**src/sv/uvs_pkg.sv**
```systemverilog
// ----------------------------------------------------------------------------
// uvs_pkg
// Shared constants, register codes and rounding and saturation helpers of the UV sphere
// vertex generator.
// ----------------------------------------------------------------------------
package uvs_pkg;

  localparam int CNT_W     = 9;   // counts and grid indexes
  localparam int DVD_W     = 28;  // index followed by 19 fraction bits
  localparam int DIV_STEPS = DVD_W;
  localparam int ANG_W     = 18;  // angle in 1/2^18 turn
  localparam int SIN_LAT   = 8;
  localparam int DEF_MAX_SEGMENTS = 256;
  localparam int DEF_MAX_RINGS    = 256;

  // taylor coefficients of sin(x*pi/2), Q1.30
  localparam logic [30:0] K1 = 31'd1686629713;
  localparam logic [30:0] K3 = 31'd693598668;
  localparam logic [30:0] K5 = 31'd85569306;
  localparam logic [30:0] K7 = 31'd5026995;
  localparam logic [30:0] K9 = 31'd172272;
  localparam logic [31:0] ONE_Q30 = 32'd1073741824;

  typedef enum logic [1:0] {
    REG_RADIUS   = 2'd0,
    REG_SEGMENTS = 2'd1,
    REG_RINGS    = 2'd2
  } cfg_reg_t;

  // shift right, rounding half away from zero
  function automatic logic signed [63:0] shr_round(input logic signed [63:0] v,
                                                   input int unsigned sh);
    logic        neg;
    logic [63:0] m;
    neg = v[63];
    m = neg ? 64'(-v) : 64'(v);
    m = (m + (64'd1 << (sh - 1))) >> sh;
    return neg ? -$signed(m) : $signed(m);
  endfunction

  function automatic logic [15:0] sat16(input logic signed [63:0] v,
                                        input logic signed [63:0] lo,
                                        input logic signed [63:0] hi);
    logic signed [63:0] c;
    c = v;
    if (c < lo) c = lo;
    if (c > hi) c = hi;
    return c[15:0];
  endfunction

endpackage

```
**src/sv/uvs_div.sv**
```systemverilog
// ----------------------------------------------------------------------------
// uvs_div
// Pipelined restoring divider: floor(numer * 2^19 / denom), one quotient
// bit per stage.
// ----------------------------------------------------------------------------
module uvs_div import uvs_pkg::*; (
  input  logic             clk,
  input  logic [CNT_W-1:0] numer,
  input  logic [CNT_W-1:0] denom,
  output logic [DVD_W-1:0] quot
);

  logic [CNT_W-1:0] rem [DIV_STEPS];
  logic [DVD_W-1:0] dvd [DIV_STEPS];
  logic [DVD_W-1:0] quo [DIV_STEPS];

  for (genvar k = 0; k < DIV_STEPS; k++) begin : g_step
    logic [CNT_W-1:0] rem_in;
    logic [DVD_W-1:0] dvd_in;
    logic [DVD_W-1:0] quo_in;
    logic [CNT_W:0]   trial;
    logic             fit;

    if (k == 0) begin : g_first
      assign rem_in = '0;
      assign dvd_in = {numer, (DVD_W - CNT_W)'(0)};
      assign quo_in = '0;
    end else begin : g_next
      assign rem_in = rem[k-1];
      assign dvd_in = dvd[k-1];
      assign quo_in = quo[k-1];
    end

    assign trial = {rem_in, dvd_in[DVD_W-1]};
    assign fit   = trial >= {1'b0, denom};

    always_ff @(posedge clk) begin
      rem[k] <= fit ? CNT_W'(trial - {1'b0, denom}) : trial[CNT_W-1:0];
      dvd[k] <= dvd_in << 1;
      quo[k] <= {quo_in[DVD_W-2:0], fit};
    end
  end

  assign quot = quo[DIV_STEPS-1];

endmodule

```
**config.mk**
```make
export PLATFORM = sky130hd
export DESIGN_NAME = uvs_div
export DESIGN_NICKNAME = d
export VERILOG_FILES = /design/src/sv/uvs_pkg.sv /design/src/sv/uvs_div.sv
export SDC_FILE = /design/constraint.sdc
export NUM_CORES = 1
export LEC_CHECK = 0
export BUFFER_PORTS_ARGS = -buffer_cell sky130_fd_sc_hd__buf_2
export CAP_MARGIN = 20
export CORE_MARGIN = 3
export CORE_UTILIZATION = 35
export DETAILED_ROUTE_END_ITERATION = 7
export GPL_ROUTABILITY_DRIVEN = 0
export HOLD_SLACK_MARGIN = 0.02
export SYNTH_ARGS = -nofsm -noshare
export SYNTH_HDL_FRONTEND = slang
export SYNTH_SLANG_ARGS = --single-unit
export TNS_END_PERCENT = 30
```
**constraint.sdc**
```tcl
create_clock -name clk -period 3.55 [get_ports clk]
set_input_delay 0.71 -clock clk [delete_from_list [all_inputs] [get_ports clk]]
set_output_delay 0.71 -clock clk [all_outputs]
set_load 0.005 [all_outputs]
```
# == Word level (Yosys, flattened, before mapping) ==
# Memories as Yosys holds them, arrays and structs flattened.
# Cells that the tools add are included.
# classes
addsub,28
magnitude_cmp,28
muxes,28
# ops
op,n
10-bit by 9-bit >= comparator with 1-bit output,27
9-bit 2-to-1 mux,28
9-bit subtractor,27
1-bit by 9-bit >= comparator with 1-bit output,1
1-bit by 9-bit subtractor with 9-bit output,1
# totals
regBits,0
ram_bits,1792
input_bits,19
output_inout_bits,28
memories,3
# mem_list
name,words,word_bits,read_ports,rd_clocked_by_memory_dff,wr,line,text
quo,28,28,28,0,28,uvs_div.sv:15,logic [DVD_W-1:0] quo [DIV_STEPS];
dvd,28,27,27,0,28,uvs_div.sv:14,logic [DVD_W-1:0] dvd [DIV_STEPS];
rem,28,9,27,0,28,uvs_div.sv:13,logic [CNT_W-1:0] rem [DIV_STEPS];

# == Logic depth before layout (Yosys ltp) ==
# An unclocked memory read counts as a cell.
# depth
ltp_word,3
ltp_mapped,11
depth_no_buf,10

# == Worst setup path after synthesis ==
# No wires, ideal clock.
# synth_path
path_kind,input to register
startpoint,in denom[0]
endpoint,"mem rem[22][8], in the netlist rem[1][62]"
setup_time_ns,0.124
arrival_time_ns,3.205
slack_ns,0.220
cell_stages,10
path_cell_list,inv_1 -> clkbuf_1 -> clkbuf_1 -> ha_1 -> nand3_1 -> or2_0 -> and3_1 -> a22o_1 -> buf_4 -> a2111o_1
# synth_lines
element,line,text
start: declaration,uvs_div.sv:9,"input logic [CNT_W-1:0] denom,"
end: declaration,uvs_div.sv:13,

==> flow_metrics.env <==
export IMPL_status="complete, no violations"
export IMPL_cp_arrival_ps=3250
export IMPL_power_frac_comb_pct=37.2
export IMPL_ctsResizeCount=0
export IMPL_worst_skew_pair_late_latency_ps=610
export IMPL_rsz0062_at_grt="no"
export IMPL_cts_hold_buf=0
export IMPL_cp_slowest_stage_delay_ps=430
export IMPL_power_switching_mw=10.2
export IMPL_syn_to_final_growth_pct=16.5
export IMPL_finalSetupTns_ps=0
export IMPL_cp_required_ps=4040
export IMPL_setup_slack_ps=790
export IMPL_numCtsBuffers=76
export IMPL_crit_path_max_fanout=22
export IMPL_die_y_um=282
export IMPL_first_global_vias=18024
export IMPL_ys_types=62
export IMPL_final_nets=2839
export IMPL_period_needed_ps=2760
export IMPL_p_per_area_mw_per_mm2=1030
export IMPL_num_vias=17757
export IMPL_p_leak_nw=13.3
export IMPL_reg2reg_depth=10
export IMPL_synth_top_flop_cell="dfxtp_1"
export IMPL_end_kind="register"
export IMPL_met3_length_mm=2.36
export IMPL_seqPwrFrac_pct=36.7
export IMPL_crit_slowest_cell="a22o_1"
export IMPL_cts_max_level=3
export IMPL_placed_cells=3441
export IMPL_postSynthCellCount=2422
export IMPL_die_area_mm2=0.0798
export IMPL_r2r_end="rem[0][60]"
export IMPL_grt_max_degree=37
export IMPL_wl_met2_mm=24.4
export IMPL_drc=0
export IMPL_drt_wl_total_mm=51.3
export IMPL_rows=100
export IMPL_coreArea_mm2=0.0751
export IMPL_path_class="in2reg"
export IMPL_io_pins=47
export IMPL_syn_area_mm2=0.0268
export IMPL_ys_seq_elements=685
export IMPL_antenna_found_initial=1
export IMPL_grt_pass1_wl_mm=85.7
export IMPL_crit_end="rem[0][131]"
export IMPL_n_fill_cell=6989
export IMPL_via_per_inst=4.96
export IMPL_cp_cell_sequence="buf_2, buf_12, buf_4, fa_1, nor2b_1, o31a_1, o21a_1, nor2_1, a22o_1, mux2_2"
export IMPL_power_frac_clock_pct=26.1
export IMPL_final_util_pct=41.5
export IMPL_dpl_hpwl_mm=34.1
export IMPL_clock_sinks=685
export IMPL_post_place_ws_ps=178
export IMPL_post_cts_buffers=0
export IMPL_maxCapViolations=0
export IMPL_finClkSkew_ps=10.4
export IMPL_routed_top_layer="met5"
export IMPL_post_drt_wl_per_cell_um=14.3
export IMPL_clockRootBuffer="clkbuf_16"
export IMPL_sw_frac_of_total_pct=31.9
export IMPL_max_slew_margin_pct=52.4
export IMPL_grtUsageTotal_pct=13.0
export IMPL_p_int_mw=21.8
export IMPL_rr_startpoint="dvd[0][161]"
export IMPL_gr_total_overflow=0
export IMPL_worstMarginPinSlew_ps=709
export IMPL_async_reset_ff_share_pct=0
export IMPL_die_w_um=282
export IMPL_port_buffer_count=46
export IMPL_clk_path_buf_depth=3
export IMPL_min_path_type="in2reg"
export IMPL_final_common_cell="dfxtp_1"
export IMPL_detail_route_antenna_nets=0
export IMPL_r2r_slack_ps=950
export IMPL_n_antenna_cell=0
export IMPL_first_pass_iters=6
export IMPL_startpoint="denom[0]"
export IMPL_whs_ps=201
export IMPL_ys_seq_area_share_pct=51.3
export IMPL_ys_warnings_count=0
export IMPL_syn_num_nets=2711
export IMPL_period_share_pct=77.7
export IMPL_fmax_ghz=0.362
export IMPL_wl_met1_mm=22.3
export IMPL_drv_slew=0
export IMPL_first_iter_violations=1034
export IMPL_mostFrequentLayoutCells="dfxtp_1 (685), ha_1 (244), o21ai_0 (153), nor2_1 (144), nand2_1 (132)"
export IMPL_start_kind="input pin"
export IMPL_peakVddDrop_uv=352
export IMPL_final_layout_size_suffix_gt1_share_pct=13.6
export IMPL_synth_edf_count=0
export IMPL_hold_viol_final=0
export IMPL_initial_core_util_pct=35.6
export IMPL_path_clk_slew_ps=60
export IMPL_avgSynthCellArea_um2=11.0
export IMPL_final_cell_count_no_fill=3581
export IMPL_setup_viol=0
export IMPL_cts_tree="yes"
-- cell type report --
| type | count | area [um^2] | area share (%) |
|---|---|---|---|
| Sequential cell | 685 | 13700 | 44.0 |
| Clock buffer | 107 | 2240 | 7.19 |
| Timing Repair Buffer | 77 | 601 | 1.93 |
| Multi-Input combinational cell | 1612 | 12500 | 40.2 |
| Inverter | 98 | 368 | 1.18 |
| Clock inverter | 33 | 512 | 1.64 |
| Tap cell | 969 | 1210 | 3.89 |
-- worst min-delay path by stage --
stage,depth (start not counted),to,slack (ps),from
floorplan,0,dvd[0][103],310,dvd[0][75]
finish,1,dvd[0][24],200,numer[5]
detailed placement,0,quo[1][244],310,quo[1][215]
CTS,1,dvd[0][24],160,numer[5]
global route,1,dvd[0][24],160,numer[5]
global placement,0,quo[1][256],310,quo[1][227]
-- state kept, by name, summed over array words and instances (netlist names) --
signal / count
quo: 406
rem: 243
dvd: 36
-- critical path, delay by kind of cell --
kind	cells	cell delay, ps
muxes	1	390
and+or+nand+nor	2	200
buffers and inverters	3	810
AOI/OAI and AO/OA	3	880
adders and majority gates	1	240
-- metal layers --
| metal | vias up | track usage [%] |
|---|---|---|
| met5 | - | 0 |
| met4 | 2 | 5.95 |
| met3 | 174 | 2.85 |
| met2 | 417 | 22.4 |
| met1 | 8261 | 15.4 |
| li1 | 8903 | - |
-- logic make-up after synthesis --
logic type	synth area share [%]
AOI/OAI and AO/OA	12.6
xor gates and xnor gates	4.55
adders and majority gates	13.4
buffers and inverters	1.96
DFF	51.3
muxes	6.30
and+or+nand+nor	10.0
-- cell usage after synthesis, drive strengths merged, types with 22 or more instances --
cell type    n  area (um^2)
nand3       49          245
fa          26          521
ha         244         3050
xnor2       90          788
a31oi       26          163
nor2b       36          233
mux2       131         1480
nand2      132          495
xor2        49          429
nor4        22          138
o21a        47          353
a21oi      105          526
dfxtp      685        13700
nand2b      29          184
nor2       144          541
nor3        29          145
inv         98          368
o21ai      156          785
a21o        35          263
and3        23          144
-- stage by stage --
stage | cell area [um^2] | total power, mW
final | 31200 | 32.0
after detailed placement | 28400 | 23.7
after global routing | 31200 | 34.4
after CTS | 31200 | 32.4
after global placement | 28400 | 23.3
after floorplan | 26800 | 21.3
-- power by group through the flow --
stage                     Clock [mW]  Combinational (mW)  Sequential [mW]
final                           8.37                11.9             11.8
after global routing            8.99                13.4             12.0
after CTS                       8.69                11.9             11.8
after detailed placement           0                11.8             11.9
after global placement             0                11.4             12.0
after floorplan                    0                9.74             11.5
Note: power is estimated with default switching activity, not from simulation.
